<file path="config.mk">
export PLATFORM = sky130hd
export DESIGN_NAME = positional_list_insert_delete_flat
export DESIGN_NICKNAME = d
export VERILOG_FILES = /design/src/rtl/plm_pkg.sv /design/src/rtl/plm_if.sv /design/src/rtl/plm_cell.sv /design/src/rtl/positional_list_insert_delete.sv /design/src/flat_wrapper.sv
export SDC_FILE = /design/constraint.sdc
export NUM_CORES = 2
export LEC_CHECK = 0
export ABC_AREA = 1
export BUFFER_PORTS_ARGS = -buffer_cell sky130_fd_sc_hd__buf_2
export CORE_MARGIN = 2
export CORE_UTILIZATION = 35
export CTS_CLUSTER_SIZE = 25
export DETAILED_ROUTE_END_ITERATION = 8
export PLACE_DENSITY = 0.61
export SYNTH_ARGS = -nofsm -noshare
export SYNTH_HDL_FRONTEND = slang
export SYNTH_HIERARCHICAL = 1
export SYNTH_SLANG_ARGS = --single-unit
export TNS_END_PERCENT = 1
</file>
<file path="constraint.sdc">
create_clock -name clk -period 6.6 [get_ports clk]
set_clock_uncertainty 0.05 [all_clocks]
set_input_delay 0.99 -clock clk [delete_from_list [all_inputs] [get_ports clk]]
set_output_delay 0.99 -clock clk [all_outputs]
set_load 0.01 [all_outputs]
</file>
<file path="src/rtl/plm_pkg.sv">
// ----------------------------------------------------------------------------
// plm_pkg: shared types and constants of the positional list
// request kinds, fixed field widths and the per-cell command
// ----------------------------------------------------------------------------
package plm_pkg;

	localparam int unsigned POS_W   = 5;
	localparam int unsigned VALUE_W = 32;
	localparam int unsigned KIND_W  = 2;
	localparam int unsigned LIMIT_W = 5;

	localparam logic [LIMIT_W-1:0] LIMIT_RESET = 5'd16;

	typedef enum logic [KIND_W-1:0] {
		REQ_INSERT = 2'd0,
		REQ_DELETE = 2'd1,
		REQ_LOCATE = 2'd2,
		REQ_GET    = 2'd3
	} req_kind_t;

	typedef struct packed {
		logic ins;
		logic del;
	} cell_cmd_t;

endpackage

</file>
<file path="src/rtl/plm_if.sv">
// ----------------------------------------------------------------------------
// plm_req_if / plm_rsp_if: request and result channels
// valid/ready handshake, a transaction moves when both are high
// ----------------------------------------------------------------------------
interface plm_req_if;
	logic                             valid;
	logic                             ready;
	logic [plm_pkg::KIND_W-1:0]       req_type;
	logic [plm_pkg::POS_W-1:0]        position;
	logic signed [plm_pkg::VALUE_W-1:0] value;

	modport source (output valid, output req_type, output position, output value,
		input ready);
	modport sink (input valid, input req_type, input position, input value,
		output ready);
endinterface

interface plm_rsp_if;
	logic                               valid;
	logic                               ready;
	logic                               ok;
	logic signed [plm_pkg::VALUE_W-1:0] read_value;
	logic [plm_pkg::POS_W-1:0]          found_position;
	logic [plm_pkg::POS_W-1:0]          entry_count;
	logic                               is_empty;

	modport source (output valid, output ok, output read_value, output found_position,
		output entry_count, output is_empty, input ready);
	modport sink (input valid, input ok, input read_value, input found_position,
		input entry_count, input is_empty, output ready);
endinterface

</file>
<file path="src/rtl/plm_cell.sv">
// ----------------------------------------------------------------------------
// plm_cell: one list entry
// holds a word, shifts from its neighbors on insert/delete, compares to key
// ----------------------------------------------------------------------------
module plm_cell #(
	parameter int unsigned DATA_WIDTH = 32,
	parameter int unsigned IDX_W      = 4,
	parameter int unsigned INDEX      = 0
) (
	input  logic                  clk,
	input  plm_pkg::cell_cmd_t    cmd,
	input  logic [IDX_W-1:0]      target,
	input  logic [DATA_WIDTH-1:0] key,
	input  logic [DATA_WIDTH-1:0] left_word,
	input  logic [DATA_WIDTH-1:0] right_word,
	output logic [DATA_WIDTH-1:0] word,
	output logic                  match
);
	import plm_pkg::*;

	localparam logic [IDX_W-1:0] MY_IDX = IDX_W'(INDEX);

	logic [DATA_WIDTH-1:0] word_q;

	always_ff @(posedge clk) begin
		priority if (cmd.ins && MY_IDX == target) begin
			word_q <= key;
		end else if (cmd.ins && MY_IDX > target) begin
			word_q <= left_word;
		end else if (cmd.del && MY_IDX >= target) begin
			word_q <= right_word;
		end else begin
			word_q <= word_q;
		end
	end

	assign word  = word_q;
	assign match = (word_q == key);

endmodule

</file>
<file path="src/rtl/positional_list_insert_delete.sv">
// ----------------------------------------------------------------------------
// positional_list_insert_delete: ordered list of signed words
// chain of entry cells with insert, delete, locate and get by position
// ----------------------------------------------------------------------------
// usage:
//   req channel carries req_type, position (1-based) and value; rsp channel
//   returns one transaction per request with ok, read_value, found_position,
//   entry_count and is_empty after the request.
//   cfg_wr_en/cfg_wr_data write capacity_limit; write only while idle.
// timing and throughput:
//   a request is processed in the cycle it is accepted; its result sits in
//   the output register in the next cycle. one request per cycle is taken
//   unless stalled; the cell chain shifts and compares all entries at once.
// reset:
//   arst_n clears the entry count and the valid flag and sets the limit to
//   16; entry words are not cleared, only entries below the count are read.
// stall:
//   while a result waits and rsp.ready is low, req.ready drops; the list
//   holds its contents until the result is taken.
// ----------------------------------------------------------------------------
module positional_list_insert_delete #(
	parameter int unsigned CAPACITY   = 16,
	parameter int unsigned DATA_WIDTH = 32
) (
	input  logic                         clk,
	input  logic                         arst_n,
	plm_req_if.sink                      req,
	plm_rsp_if.source                    rsp,
	input  logic                         cfg_wr_en,
	input  logic [plm_pkg::LIMIT_W-1:0]  cfg_wr_data
);
	import plm_pkg::*;

	localparam int unsigned IDX_W = (CAPACITY > 1) ? $clog2(CAPACITY) : 1;
	localparam int unsigned CNT_W = $clog2(CAPACITY + 1);
	localparam int unsigned CMP_W = (CNT_W > POS_W) ? CNT_W : POS_W;

	logic [LIMIT_W-1:0]    limit_q;
	logic [CNT_W-1:0]      count_q;
	logic                  rsp_valid_q;
	logic                  ok_q;
	logic [VALUE_W-1:0]    rd_q;
	logic [POS_W-1:0]      found_q;
	logic [POS_W-1:0]      cnt_out_q;
	logic                  empty_q;

	logic                  accept;
	req_kind_t             kind;
	logic [CMP_W-1:0]      pos_c;
	logic [CMP_W-1:0]      cnt_c;
	logic [CMP_W-1:0]      lim_c;
	logic [CMP_W-1:0]      cap_c;
	logic                  ins_ok;
	logic                  rd_ok;
	logic [IDX_W-1:0]      idx;
	logic [DATA_WIDTH-1:0] key;
	cell_cmd_t             cmd;
	logic [DATA_WIDTH-1:0] words [CAPACITY];
	logic [CAPACITY-1:0]   match;
	logic                  any_match;
	logic [POS_W-1:0]      found_pos;
	logic [CNT_W-1:0]      count_next;
	logic                  ok_d;
	logic [VALUE_W-1:0]    rd_d;

	assign accept    = req.valid && req.ready;
	assign req.ready = !rsp_valid_q || rsp.ready;
	assign kind      = req_kind_t'(req.req_type);
	assign key       = DATA_WIDTH'(req.value);
	assign idx       = IDX_W'(req.position - POS_W'(1));

	assign pos_c = CMP_W'(req.position);
	assign cnt_c = CMP_W'(count_q);
	assign cap_c = CMP_W'(CAPACITY);
	assign lim_c = (CMP_W'(limit_q) > cap_c) ? cap_c : CMP_W'(limit_q);

	assign ins_ok = (pos_c != '0) && ((pos_c - CMP_W'(1)) <= cnt_c) && (cnt_c < lim_c);
	assign rd_ok  = (pos_c != '0) && (pos_c <= cnt_c);

	assign cmd.ins = accept && (kind == REQ_INSERT) && ins_ok;
	assign cmd.del = accept && (kind == REQ_DELETE) && rd_ok;

	for (genvar i = 0; i < CAPACITY; i++) begin : g_cell
		logic [DATA_WIDTH-1:0] left_w;
		logic [DATA_WIDTH-1:0] right_w;
		logic                  hit;

		if (i == 0) begin : g_first
			assign left_w = key;
		end else begin : g_mid_l
			assign left_w = words[i-1];
		end
		if (i == CAPACITY - 1) begin : g_last
			assign right_w = words[i];
		end else begin : g_mid_r
			assign right_w = words[i+1];
		end

		plm_cell #(
			.DATA_WIDTH (DATA_WIDTH),
			.IDX_W      (IDX_W),
			.INDEX      (i)
		) u_cell (
			.clk        (clk),
			.cmd        (cmd),
			.target     (idx),
			.key        (key),
			.left_word  (left_w),
			.right_word (right_w),
			.word       (words[i]),
			.match      (hit)
		);

		assign match[i] = hit && (CNT_W'(i) < count_q);
	end

	// first match wins
	always_comb begin
		any_match = 1'b0;
		found_pos = '0;
		for (int i = CAPACITY - 1; i >= 0; i--) begin
			if (match[i]) begin
				any_match = 1'b1;
				found_pos = POS_W'(i + 1);
			end
		end
	end

	always_comb begin
		count_next = count_q;
		ok_d       = 1'b0;
		rd_d       = '0;
		unique case (kind)
			REQ_INSERT: begin
				ok_d = ins_ok;
				if (ins_ok) begin
					count_next = count_q + CNT_W'(1);
				end
			end
			REQ_DELETE: begin
				ok_d = rd_ok;
				if (rd_ok) begin
					count_next = count_q - CNT_W'(1);
					rd_d       = VALUE_W'(words[idx]);
				end
			end
			REQ_LOCATE: begin
				ok_d = any_match;
			end
			REQ_GET: begin
				ok_d = rd_ok;
				if (rd_ok) begin
					rd_d = VALUE_W'(words[idx]);
				end
			end
			default: begin
				ok_d = 1'b0;
			end
		endcase
	end

	always_ff @(posedge clk or negedge arst_n) begin
		if (!arst_n) begin
			limit_q     <= LIMIT_RESET;
			count_q     <= '0;
			rsp_valid_q <= 1'b0;
		end else begin
			if (cfg_wr_en) begin
				limit_q <= cfg_wr_data;
			end
			if (accept) begin
				count_q     <= count_next;
				rsp_valid_q <= 1'b1;
			end else if (rsp.ready) begin
				rsp_valid_q <= 1'b0;
			end
		end
	end

	always_ff @(posedge clk) begin
		if (accept) begin
			ok_q      <= ok_d;
			rd_q      <= rd_d;
			found_q   <= (kind == REQ_LOCATE) ? found_pos : '0;
			cnt_out_q <= POS_W'(count_next);
			empty_q   <= (count_next == '0);
		end
	end

	assign rsp.valid          = rsp_valid_q;
	assign rsp.ok             = ok_q;
	assign rsp.read_value     = rd_q;
	assign rsp.found_position = found_q;
	assign rsp.entry_count    = cnt_out_q;
	assign rsp.is_empty       = empty_q;

	a_count_bound: assert property (@(posedge clk) disable iff (!arst_n)
		count_q <= CNT_W'(CAPACITY))
		else $error("entry count above capacity");

	a_insert_grows: assert property (@(posedge clk) disable iff (!arst_n)
		cmd.ins |=> count_q == $past(count_q) + CNT_W'(1))
		else $error("insert did not grow the list");

	a_idle_holds: assert property (@(posedge clk) disable iff (!arst_n)
		!accept |=> $stable(count_q))
		else $error("count changed without a transaction");

	a_fail_no_data: assert property (@(posedge clk) disable iff (!arst_n)
		(rsp_valid_q && !ok_q) |-> (rd_q == '0 && found_q == '0))
		else $error("failed request carries data");

endmodule

</file>
<file path="src/flat_wrapper.sv">
// flat-port wrapper written by rule: the top's interface ports become plain ports
module positional_list_insert_delete_flat import plm_pkg::*;
#(
	parameter int unsigned CAPACITY   = 16,
	parameter int unsigned DATA_WIDTH = 32
)
  (clk, arst_n, cfg_wr_en, cfg_wr_data, req_valid, req_req_type, req_position, req_value, req_ready, rsp_valid, rsp_ok, rsp_read_value, rsp_found_position, rsp_entry_count, rsp_is_empty, rsp_ready);
  plm_req_if req_i ();
  plm_rsp_if rsp_i ();
  input  logic clk;
  input  logic arst_n;
  input  logic cfg_wr_en;
  input  logic [plm_pkg::LIMIT_W-1:0] cfg_wr_data;
  input wire logic [$bits(req_i.valid)-1:0] req_valid;
  input wire logic [$bits(req_i.req_type)-1:0] req_req_type;
  input wire logic [$bits(req_i.position)-1:0] req_position;
  input wire logic [$bits(req_i.value)-1:0] req_value;
  output wire logic [$bits(req_i.ready)-1:0] req_ready;
  output wire logic [$bits(rsp_i.valid)-1:0] rsp_valid;
  output wire logic [$bits(rsp_i.ok)-1:0] rsp_ok;
  output wire logic [$bits(rsp_i.read_value)-1:0] rsp_read_value;
  output wire logic [$bits(rsp_i.found_position)-1:0] rsp_found_position;
  output wire logic [$bits(rsp_i.entry_count)-1:0] rsp_entry_count;
  output wire logic [$bits(rsp_i.is_empty)-1:0] rsp_is_empty;
  input wire logic [$bits(rsp_i.ready)-1:0] rsp_ready;
  assign req_i.valid = req_valid;
  assign req_i.req_type = req_req_type;
  assign req_i.position = req_position;
  assign req_i.value = req_value;
  assign req_ready = req_i.ready;
  assign rsp_valid = rsp_i.valid;
  assign rsp_ok = rsp_i.ok;
  assign rsp_read_value = rsp_i.read_value;
  assign rsp_found_position = rsp_i.found_position;
  assign rsp_entry_count = rsp_i.entry_count;
  assign rsp_is_empty = rsp_i.is_empty;
  assign rsp_i.ready = rsp_ready;
  positional_list_insert_delete #(.CAPACITY(CAPACITY), .DATA_WIDTH(DATA_WIDTH)) u_core (.clk(clk), .arst_n(arst_n), .req(req_i), .rsp(rsp_i), .cfg_wr_en(cfg_wr_en), .cfg_wr_data(cfg_wr_data));
endmodule
</file>
==> reports/results.ini <==
[pwr]
switching_share_pct = 34.03
p_clk_share_pct = 36.5
internal-power_mw = 7.272
power_frac_seq_pct = 41.6
peakVddDrop_v = 0.0001700
powerDensity_mw_per_mm2 = 221.8
p_comb_share_pct = 21.9
switchingPower_mw = 3.751
p_leak_nw = 23.33

[global_route]
grt_antenna_before_repair = 16
grt_pass1_wl_um = 261300
grt_pass1_vias = 40730
grt_overflow = 0
track_usage_pct = 25.60
grt_max_degree = 129

[cts]
path_clk_slew_ns = 0.06
cts.sink_count = 567
cts_buffers = 74
ctsHoldBuffers = 0
post_cts_buffers = 0
cts_root_buf = clkbuf_16
clk_path_buf_depth = 3
htree_levels = 3
post_cts_resize_count = 0
cts_tree = built
clock_latency_ns = 0.69

[logic_synthesis]
synth_xor_area_share_pct = 1.086
synth_mux_area_share_pct = 0.1806
syn_area_per_cell_um2 = 6.844
async_flop_share_pct = 1.940
synthSimpleGateAreaFrac_pct = 32.12
ys_types = 58
ys_warn_count = 6
synthCells = 6682
syn_area_mm2 = 0.04573
synth_fa_ha_area_share_pct = 0.4925
synth_top_family_by_area = simple AND/OR/NAND/NOR gates
ys_seq_area_share_pct = 37.11
synth_compound_area_share_pct = 16.68
synthFlopType = edfxtp_1
synth_seq_cells = 567
synth-edff-count = 556
synth_nets = 6749

[sta]
finalSetupTns_ns = 0
post-route-min-period_ns = 5.093
finalSetupViolations = 0
max_freq_ghz = 0.1963
period_share_pct = 77.17
hold_ws_ns = 0.1353
drv_slew = 0
worst-slew-pin-transition_ns = 1.129
rsz0062_at_grt = false
slew_headroom_pct = 24.55
timing.final.hold_violations = 0

[worst_setup_path]
cp_top_family = buffers and inverters
crit_buf_inv = 8
critPathMaxStageDelay_ns = 0.79
worstSetupStartpointType = input pin
worst_path_max_delay_cell = inv_2
endpoint_kind = flip-flop
crit_required_ns = 7.08
path_common_cell = nand2_1
crit_type = input pin to flip-flop
crit_fanout = 90
path_cells = clkbuf_8, inv_8, ha_4, nand2_1, nor2_1, inv_1, nand2_1, ha_1, nand2_1, inv_1, nand3_1, o211ai_1, o21ai_0, nand2_2, nor2_2, inv_2, nor2_4, buf_12, inv_1, nor2_1, nand2_2, inv_2, nand2_1, nand3_1
arrival_ns = 5.57

[worst_hold_path]
min_path_type = input pin to async pin

[flow_run]
cap_violations = 0

[route]
ant_nets = 0
drc = 0
via_per_inst = 5.446
routedWlPerCell_um = 20.74
vias = 45890
drt-initial-drc-count = 6418
wirelength_um = 174800
dr.pass1.iters = 6

[cells_and_area]
drive_above_1_share_pct = 9.969
layout_commonest_cell = nand2_1
final_nets = 6692
layout_common_cells = nand2_1, nor2_1, inv_1
areaGrowthSynthToFinish_pct = 8.689
finalInstanceArea_mm2 = 0.04971

[place]
globalplace.congestion = 0.9237
io_buffers = 94
placed_area_mm2 = 0.04739
hpwlAfterDp_um = 123800

[die]
dieArea_mm2 = 0.1336
ios = 95
rows = 132
die_w_um = 365.5
fp.dieH_um = 365.5
initial_core_util_pct = 35.27
coreArea_mm2 = 0.1296

[run_status]
status = complete, no violations

==> synthesized netlist by cell type (all sizes together) (53+ instances only) <==
| library cell | instances | area, um2 |
|---|---|---|
| nor2 | 1090 | 4277 |
| o211ai | 242 | 2422 |
| inv | 987 | 3710 |
| clkbuf | 104 | 390.4 |
| a31oi | 225 | 1608 |
| nand2 | 2195 | 8337 |
| buf | 211 | 1504 |
| nand3 | 356 | 1834 |
| o21ai | 405 | 2260 |
| xor2 | 53 | 471.7 |
| o221ai | 64 | 560.5 |
| edfxtp | 556 | 16700 |
| o22ai | 64 | 400.4 |
==> power by group through the flow <==
stage / clock (mW) / sequential, mW / combinational (mW)
3_5_place_dp: 0 / 4.65 / 2.35
2_1_floorplan: 0 / 4.53 / 1.53
5_1_grt: 4.20 / 4.61 / 2.64
6_report: 4.03 / 4.58 / 2.41
4_1_cts: 4.08 / 4.58 / 2.36
3_3_place_gp: 0 / 4.65 / 2.31
==> path summary, 6_finish.rpt <==
path	slack [ns]	depth (start not counted)	startpoint	end
hold / removal	0.14	1	arst_n	u_core/cnt_c[3]
setup reg to reg	1.75	17	u_core/limit_q[0]	u_core/g_cell[5].u_cell/word[10]
max in group asynchronous	6.09	1	arst_n	u_core/limit_q[4]
hold reg to reg	0.48	2	u_core/rsp.valid	u_core/rsp.valid
min in group clk	0.48	2	u_core/rsp.valid	u_core/rsp.valid
setup / recovery	1.51	24	req_position[0]	u_core/g_cell[5].u_cell/word[10]
==> metal layers <==
metal / global-route usage (%) / part of all wire [%] / up-vias
li1: - / - / 21490
met2: 38.40 / 43 / 2518
met1: 36.36 / 42 / 21560
met4: 9.384 / 3.9 / 10
met5: 0 / 0.031 / -
met3: 4.903 / 11 / 311
==> final cells by class <==
cell class              instances  area, um2
diodes                          4      10.01
clock buffers                  87       1922
clock inverters                45      382.9
fillers                     13460      79940
inverters                     996       3759
multi-input cells            4804      23250
flip-flops and latches        567      16970
well taps                    1742       2180
repair buffers                182       1227
==> cells by family (layout without fill, tap and decap cells) <==
| family | Yosys count | in the layout |
|---|---|---|
| and+or+nand+nor | 3662 | 3662 |
| buffers and inverters | 1311 | 1310 |
| AOI/OAI and AO/OA | 1062 | 1062 |
| DFF | 567 | 567 |
| xor gates and xnor gates | 55 | 55 |
| adders and majority gates | 18 | 18 |
| muxes | 7 | 7 |
| other | 0 | 4 |
==> state kept, by name (all words and copies together), names as in the netlist <==
name	cells
u_core/cnt_c	5
u_core/g_cell.u_cell/word	512
u_core/limit_q	5
u_core/rsp.entry_count	5
u_core/rsp.found_position	5
u_core/rsp.is_empty	1
u_core/rsp.ok	1
u_core/rsp.read_value	32
u_core/rsp.valid	1
==> per-stage QoR <==
stage	utilization [%]	setup slack, ns	cells	total power [mW]
finish	38.34	1.507	8427	11.02
global route	38.33	1.170	8423	11.45
CTS	38.33	1.680	8423	11.02
detailed placement	36.55	0.9310	8291	6.999
global placement	36.55	1.002	8291	6.955
floorplan	-	0.06429	6682	6.062
(Power assumes the default switching activity.)
